==> src/design/hgwf_pkg.sv <==
// Package for the heartbeat gated watchdog feeder.
// Holds the field widths, opcodes, fault and stage codes, and the item, result and state structs.
// Has no dependencies.
package hgwf_pkg;

    localparam int unsigned W_TIME     = 32;
    localparam int unsigned W_BEAT     = 32;
    localparam int unsigned W_CNT      = 32;
    localparam int unsigned W_INTERVAL = 16;
    localparam int unsigned W_FAULT    = 2;
    localparam int unsigned W_STAGE    = 2;
    localparam int unsigned W_OP       = 2;

    localparam int unsigned W_S_TDATA  = 136;
    localparam int unsigned W_M_TDATA  = 72;
    localparam int unsigned W_PADDR    = 3;
    localparam int unsigned W_PDATA    = 32;

    localparam logic [W_INTERVAL-1:0] DEFAULT_SERVICE_INTERVAL_MS = 16'd100;
    localparam logic [W_PADDR-1:0]    REG_SERVICE_INTERVAL        = 3'd0;

    typedef enum logic [W_OP-1:0] {
        OP_ARM     = 2'd0,
        OP_SERVICE = 2'd1,
        OP_MAINT   = 2'd2,
        OP_NONE    = 2'd3
    } t_op;

    localparam logic [W_FAULT-1:0] FAULT_NONE       = 2'd0;
    localparam logic [W_FAULT-1:0] FAULT_START      = 2'd1;

    localparam logic [W_STAGE-1:0] STAGE_NONE       = 2'd0;
    localparam logic [W_STAGE-1:0] STAGE_START      = 2'd1;
    localparam logic [W_STAGE-1:0] STAGE_FLAGS      = 2'd2;

    typedef struct packed {
        t_op                op;
        logic [W_TIME-1:0]  now_ms;
        logic [W_BEAT-1:0]  adc_beat;
        logic [W_BEAT-1:0]  motor_a_beat;
        logic [W_BEAT-1:0]  motor_b_beat;
        logic [W_FAULT-1:0] arm_fault;
    } t_item;

    typedef struct packed {
        logic               feed;
        logic               release_motors;
        logic               health_ok;
        logic               armed;
        logic               arm_failed;
        logic [W_STAGE-1:0] fail_stage;
        logic [W_CNT-1:0]   feeds_total;
        logic [W_CNT-1:0]   rejects_total;
    } t_result;

    typedef struct packed {
        logic               enabled;
        logic               failed;
        logic [W_STAGE-1:0] stage;
        logic               health;
        logic [W_TIME-1:0]  last_feed;
        logic [W_BEAT-1:0]  adc_snap;
        logic [W_BEAT-1:0]  motor_a_snap;
        logic [W_BEAT-1:0]  motor_b_snap;
        logic [W_CNT-1:0]   feed_cnt;
        logic [W_CNT-1:0]   reject_cnt;
    } t_state;

endpackage

==> src/design/hgwf_update.sv <==
// Next-state and result logic for one transaction of the watchdog feeder.
// Purely combinational. Depends on hgwf_pkg.
module hgwf_update
    import hgwf_pkg::*;
(
    input  t_state                i_state,
    input  t_item                 i_item,
    input  logic [W_INTERVAL-1:0] i_interval,
    output t_state                o_state,
    output t_result               o_result
);

    logic [W_TIME-1:0] elapsed;
    logic              due;
    logic              healthy;
    logic              feed;
    logic              release_motors;

    assign elapsed = i_item.now_ms - i_state.last_feed;
    assign due     = elapsed >= {{(W_TIME-W_INTERVAL){1'b0}}, i_interval};
    assign healthy = (i_item.adc_beat     != i_state.adc_snap)     &&
                     (i_item.motor_a_beat != i_state.motor_a_snap) &&
                     (i_item.motor_b_beat != i_state.motor_b_snap);

    always_comb begin
        o_state        = i_state;
        feed           = 1'b0;
        release_motors = 1'b0;
        case (i_item.op)
            OP_ARM: begin
                o_state.adc_snap     = i_item.adc_beat;
                o_state.motor_a_snap = i_item.motor_a_beat;
                o_state.motor_b_snap = i_item.motor_b_beat;
                o_state.last_feed    = i_item.now_ms;
                if (i_item.arm_fault == FAULT_NONE) begin
                    o_state.failed  = 1'b0;
                    o_state.stage   = STAGE_NONE;
                    o_state.enabled = 1'b1;
                    o_state.health  = 1'b1;
                end else begin
                    o_state.failed  = 1'b1;
                    o_state.stage   = (i_item.arm_fault == FAULT_START) ? STAGE_START
                                                                        : STAGE_FLAGS;
                    o_state.enabled = 1'b0;
                    o_state.health  = 1'b0;
                    release_motors  = 1'b1;
                end
            end
            OP_SERVICE: begin
                if (i_state.failed) begin
                    release_motors = 1'b1;
                end else if (i_state.enabled && due) begin
                    o_state.health = healthy;
                    if (healthy) begin
                        o_state.adc_snap     = i_item.adc_beat;
                        o_state.motor_a_snap = i_item.motor_a_beat;
                        o_state.motor_b_snap = i_item.motor_b_beat;
                        o_state.last_feed    = i_item.now_ms;
                        o_state.feed_cnt     = i_state.feed_cnt + 1'b1;
                        feed                 = 1'b1;
                    end else begin
                        o_state.reject_cnt   = i_state.reject_cnt + 1'b1;
                    end
                end
            end
            OP_MAINT: begin
                if (i_state.enabled && !i_state.failed) begin
                    o_state.last_feed = i_item.now_ms;
                    o_state.feed_cnt  = i_state.feed_cnt + 1'b1;
                    feed              = 1'b1;
                end
            end
            default: begin
            end
        endcase
    end

    always_comb begin
        o_result.feed           = feed;
        o_result.release_motors = release_motors;
        o_result.health_ok      = o_state.health;
        o_result.armed          = o_state.enabled;
        o_result.arm_failed     = o_state.failed;
        o_result.fail_stage     = o_state.stage;
        o_result.feeds_total    = o_state.feed_cnt;
        o_result.rejects_total  = o_state.reject_cnt;
    end

endmodule

==> src/design/heartbeat_gated_watchdog_feeder_core.sv <==
// Top level of the heartbeat gated watchdog feeder: input stage, state, result stage, APB regs.
// Depends on hgwf_pkg and hgwf_update.
//
//   port group      dir   handshake                  contents
//   s_axis_*        in    tvalid/tready              one transaction per supervision event
//   m_axis_*        out   tvalid/tready              one result per input transaction
//   psel/penable    in    pready (always high)       service_interval_ms at byte address 0
//
// Order: input stage holds the accepted transaction; result stage registers its result.
// Throughput: one per cycle while m_axis_tready is high; set by the single state update per cycle.
// Reset: synchronous, active low; clears the state and both valid flags, interval returns to 100 ms.
// Stalls: s_axis_tready drops only while both stages hold a transaction and m_axis_tready is low.
module heartbeat_gated_watchdog_feeder_core
    import hgwf_pkg::*;
(
    input  logic                  i_clk,
    input  logic                  i_rst_n,

    input  logic                  s_axis_tvalid,
    output logic                  s_axis_tready,
    // [31:0] now_ms, [63:32] adc_beat, [95:64] motor_a_beat, [127:96] motor_b_beat,
    // [129:128] arm_fault, [135:130] zero
    input  logic [W_S_TDATA-1:0]  s_axis_tdata,
    // [1:0] op
    input  logic [W_OP-1:0]       s_axis_tuser,

    output logic                  m_axis_tvalid,
    input  logic                  m_axis_tready,
    // [0] feed, [1] release_motors, [2] health_ok, [3] armed, [4] arm_failed,
    // [6:5] fail_stage, [38:7] feeds_total, [70:39] rejects_total, [71] zero
    output logic [W_M_TDATA-1:0]  m_axis_tdata,

    input  logic                  psel,
    input  logic                  penable,
    input  logic                  pwrite,
    input  logic [W_PADDR-1:0]    paddr,
    input  logic [W_PDATA-1:0]    pwdata,
    output logic [W_PDATA-1:0]    prdata,
    output logic                  pready
);

    logic [W_INTERVAL-1:0] r_interval;
    logic                  r_in_valid;
    t_item                 r_item;
    t_state                r_state;
    logic                  r_out_valid;
    t_result               r_result;

    t_state                n_state;
    t_result               n_result;
    logic                  advance;

    // config port
    assign pready = 1'b1;

    always_ff @(posedge i_clk) begin
        if (!i_rst_n) begin
            r_interval <= DEFAULT_SERVICE_INTERVAL_MS;
        end else if (psel && penable && pwrite && pready && paddr == REG_SERVICE_INTERVAL) begin
            r_interval <= pwdata[W_INTERVAL-1:0];
        end
    end

    always_comb begin
        prdata = '0;
        if (paddr == REG_SERVICE_INTERVAL) begin
            prdata = {{(W_PDATA-W_INTERVAL){1'b0}}, r_interval};
        end
    end

    // input stage
    assign advance       = r_in_valid && (!r_out_valid || m_axis_tready);
    assign s_axis_tready = !r_in_valid || advance;

    always_ff @(posedge i_clk) begin
        if (!i_rst_n) begin
            r_in_valid <= 1'b0;
        end else if (s_axis_tready) begin
            r_in_valid <= s_axis_tvalid;
        end
    end

    always_ff @(posedge i_clk) begin
        if (s_axis_tvalid && s_axis_tready) begin
            r_item.op           <= t_op'(s_axis_tuser);
            r_item.now_ms       <= s_axis_tdata[31:0];
            r_item.adc_beat     <= s_axis_tdata[63:32];
            r_item.motor_a_beat <= s_axis_tdata[95:64];
            r_item.motor_b_beat <= s_axis_tdata[127:96];
            r_item.arm_fault    <= s_axis_tdata[129:128];
        end
    end

    hgwf_update u_update (
        .i_state    (r_state),
        .i_item     (r_item),
        .i_interval (r_interval),
        .o_state    (n_state),
        .o_result   (n_result)
    );

    always_ff @(posedge i_clk) begin
        if (!i_rst_n) begin
            r_state <= '0;
        end else if (advance) begin
            r_state <= n_state;
        end
    end

    // result stage
    always_ff @(posedge i_clk) begin
        if (!i_rst_n) begin
            r_out_valid <= 1'b0;
        end else if (advance) begin
            r_out_valid <= 1'b1;
        end else if (m_axis_tready) begin
            r_out_valid <= 1'b0;
        end
    end

    always_ff @(posedge i_clk) begin
        if (advance) begin
            r_result <= n_result;
        end
    end

    assign m_axis_tvalid = r_out_valid;
    assign m_axis_tdata  = {1'b0,
                            r_result.rejects_total,
                            r_result.feeds_total,
                            r_result.fail_stage,
                            r_result.arm_failed,
                            r_result.armed,
                            r_result.health_ok,
                            r_result.release_motors,
                            r_result.feed};

endmodule

==> config.mk <==
export PLATFORM = sky130hd
export DESIGN_NAME = heartbeat_gated_watchdog_feeder_core
export DESIGN_NICKNAME = d
export VERILOG_FILES = /design/src/design/hgwf_pkg.sv /design/src/design/hgwf_update.sv /design/src/design/heartbeat_gated_watchdog_feeder_core.sv
export SDC_FILE = /design/constraint.sdc
export NUM_CORES = 1
export LEC_CHECK = 0
export BUFFER_PORTS_ARGS = -buffer_cell sky130_fd_sc_hd__buf_2
export CAP_MARGIN = 40
export CORE_ASPECT_RATIO = 0.9
export CORE_MARGIN = 2
export CORE_UTILIZATION = 62
export DETAILED_ROUTE_END_ITERATION = 8
export PLACE_DENSITY_LB_ADDON = 0.1
export SETUP_SLACK_MARGIN = 0.3
export SLEW_MARGIN = 20
export SYNTH_ARGS = -nofsm -noshare
export SYNTH_HDL_FRONTEND = slang
export SYNTH_SLANG_ARGS = --single-unit
==> constraint.sdc <==
create_clock -name i_clk -period 10.3 [get_ports i_clk]
set_clock_uncertainty 0.1 [all_clocks]
set_input_delay 1.03 -clock i_clk [delete_from_list [all_inputs] [get_ports i_clk]]
set_output_delay 1.03 -clock i_clk [all_outputs]
set_load 0.01 [all_outputs]
==> impl_metrics.csv <==
group,metric,value,unit
timing,relSlewSlack,47.48,%
pwr,p_int,2.837,mW
placed_design,gp_congestion,0.8885,
logic_synthesis,synthTopCellsByCount,"233 x nand2_1, 215 x dfxtp_1, 203 x edfxtp_1, 107 x a22o_1",
logic_synthesis,ys_seq_elements,418,
logic_synthesis,avgSynthCellArea,10.43,um^2
logic_synthesis,ys_seq_area_share,51.69,%
setup_path,critical_path_class,"flop to flop",
setup_path,startpoint_type,"flop",
clock_network,clockBufferDepth,3,
clock_network,cts_tree,"done",
logic_synthesis,synth-edff-count,203,
setup_path,cp_num_buf_inv,3,
logic_synthesis,synth_cell_types,80,
route,vias,15122,
pwr,irDropWorstVdd,0.0002057,V
placed_design,place_area,21480,um^2
grt,gr-total-overflow,0,
setup_path,crit_fanout,20,
pwr,leakagePower,8.804,nW
outcome,outcome,"complete, no violations",
pwr,p_per_area,162.0,nW/um^2
logic_synthesis,synth.area.top_cells,"edfxtp_1 30%, dfxtp_1 21%, a22o_1 4.7%",
clock_network,cts_sinks,418,
timing,fin_crit,5.886,ns
layout,nNetsFinal,2364,
floorplan,fp.dieArea,33910,um^2
route,drc_errors,0,
setup_path,cp.arrival,6.08,ns
grt,grt_pass1_wl,70960,um
floorplan,coreArea,31960,um^2
route,ant_nets,0,
floorplan,die_x,193.9,um
layout,nFillCells,2368,
layout,seq_area,10400,um^2
placed_design,dp_slack,4.508,ns
clock_network,cts_setup_buffers,0,
pwr,switching_share,23.49,%
floorplan,num_rows,62,
setup_path,crit_path_top_delay_cell,"a2111oi_0",
timing,period_share,57.15,%
logic_synthesis,syn_area,20120,um^2
floorplan,num_io_pins,287,
setup_path,crit_chain,"inv_1 -> ha_1 -> fa_1 -> nand2b_1 -> a21oi_1 -> o21a_1 -> xor2_1 -> ha_1 -> o21ai_0 -> o21bai_1 -> a21o_1 -> a221oi_1 -> a21o_1 -> o211ai_1 -> a2111oi_0 -> nand4_1 -> buf_4 -> a21oi_1 -> nor2_1 -> buf_4 -> a221o_1",
clock_network,path_clk_slew,0.06,ns
setup_path,critical-path-max-stage-delay,0.71,ns
layout,drive_above_1_share,16.73,%
logic_synthesis,synth_most_common_cell,"nand2_1",
grt,antenna_found_initial,10,
timing,hold_viol,0,
timing,fin_setup_tns,0,ns
logic_synthesis,ys.flop_type,"dfxtp_1",
route,drt-vias-per-instance,5.850,
timing,setup_viol_count_final,0,
grt,grt_max_degree,77,
pwr,pwr-share-clk,40.6,%
floorplan,die_h,174.9,um
layout,finish.utilization,71.64,%
flow_run,cap_violations,0,
route,first_pass_iters,5,
timing,worst_pin_slew,0.7680,ns
clock_network,cts_buffers,42,
clock_network,hold_buffers,0,
timing,slew_viol_final,0,
hold_path,hold_class,"flop to flop",
layout,multi_input_area,8851,um^2
clock_network,clock_latency,0.55,ns
grt,grt_pass1_vias,14444,
clock_network,cts_max_level,2,
pwr,p_comb_share,9.7,%
placed_design,io_buffers,246,
pwr,pwr-share-seq,49.7,%
route,wl_per_cell,16.73,um
grt,grt_usage,25.26,%
route,wirelength,43250,um
layout,final_cell_area,22900,um^2
clock_network,cts_resized,0,
layout,synthToLayoutAreaGrowth,13.81,%
setup_path,cp.required,10.50,ns
timing,rsz0062_at_grt,"no",
floorplan,initial_core_util,62.95,%
timing,fin_ws,4.414,ns
logic_synthesis,yosysTopAreaCell,"edfxtp_1",
placed_design,hpwl,30040,um
route,drt_iter0_drc,1007,
timing,max_freq,169.9,MHz
clock_network,cts-root-buf,"clkbuf_16",
setup_path,end_kind,"flop",
logic_synthesis,yosysWarnings,0,
pwr,total_power,3.708,mW
setup_path,cp_top_family,"compound AO/OA/AOI/OAI gates",
logic_synthesis,synthArstFlopShare,0,%
logic_synthesis,synth_top_area_share,30.30,%
pwr,p_switching,871.1,uW
logic_synthesis,syn_inst,1929,
==> stage by stage <==
stage / instances / hold slack, ns
detailed placement: 2498 / 0.3478
global route: 2584 / 0.3746
global placement: 2492 / 0.3404
floorplan: 1945 / 0.3317
finish: 2585 / 0.3540
CTS: 2576 / 0.3552
==> worst min-delay path, delay by kind of cell, from the launching register on <==
kind	cells	cell delay, ns
AND/OR/NAND/NOR	1	0.05
multiplexers	1	0.05
flip-flops	1	0.31
==> layer usage <==
layer,global-route usage [%],vias up,wire length [um]
met4,7.544,6,849
li1,-,7457,-
met5,0,-,37
met1,34.04,7076,19290
met2,41.56,510,20180
met3,5.096,73,2886
==> final cells by class <==
class | count | share of cell area (%)
sequential | 418 | 45.42
multi-input combinational | 1322 | 38.66
timing repair buffer | 270 | 6.361
clock buffer | 65 | 5.279
tap | 416 | 2.273
inverter | 76 | 1.251
clock inverter | 13 | 0.7049
antenna | 5 | 0.05464
==> cells by family after synthesis <==
| family | share of synthesized area [%] |
|---|---|
| AND/OR/NAND/NOR | 14.53 |
| buffers and inverters | 4.720 |
| multiplexers | 2.693 |
| adder cells (fa/ha/maj) | 3.396 |
| XOR/XNOR | 6.748 |
| flip-flops | 51.69 |
| AO/OA/AOI/OAI | 16.18 |
| other | 0.03733 |
==> power by group through the flow <==
stage / clock (mW) / combinational [mW] / sequential (mW)
5_1_grt: 1.60 / 0.399 / 1.85
3_5_place_dp: 0 / 0.356 / 1.88
2_1_floorplan: 0 / 0.248 / 1.88
3_3_place_gp: 0 / 0.345 / 1.88
6_report: 1.51 / 0.359 / 1.84
4_1_cts: 1.53 / 0.358 / 1.84
==> cell usage in the layout, fill, tap and decap left out, types with 16 or more instances in the layout <==
master / instances
a22o_1: 107
xor2_1: 67
nand4_1: 44
nor3_1: 42
nand3_1: 51
a211oi_1: 16
dfxtp_1: 215
clkbuf_16: 43
and3_1: 30
nor2_1: 88
buf_2: 246
mux2i_1: 47
inv_1: 75
ha_1: 53
o41ai_1: 17
nand2_1: 233
o21ai_0: 34
o311ai_0: 17
a21oi_1: 78
conb_1: 18
a21o_1: 30
and2_1: 25
xnor2_1: 88
nor4_1: 26
edfxtp_1: 203
nand2b_1: 32
a31oi_1: 18
clkbuf_1: 17
buf_4: 18
==> path summary, 6_finish.rpt <==
| kind | cells after the start | start | endpoint | slack (ns) |
|---|---|---|---|---|
| setup reg to reg | 21 | r_item[98] | m_axis_tdata[25] | 4.41 |
| hold reg to reg | 2 | r_state[179] | r_state[179] | 0.35 |
| setup / recovery | 21 | r_item[98] | m_axis_tdata[25] | 4.41 |
| hold / removal | 2 | r_state[179] | r_state[179] | 0.35 |
==> sequential cells by signal, indices dropped and copies added (netlist names) <==
name           cells
r_state          197
r_item           132
m_axis_tdata      71
r_interval        16
m_axis_tvalid      1
r_in_valid         1
(Power assumes the default switching activity.)
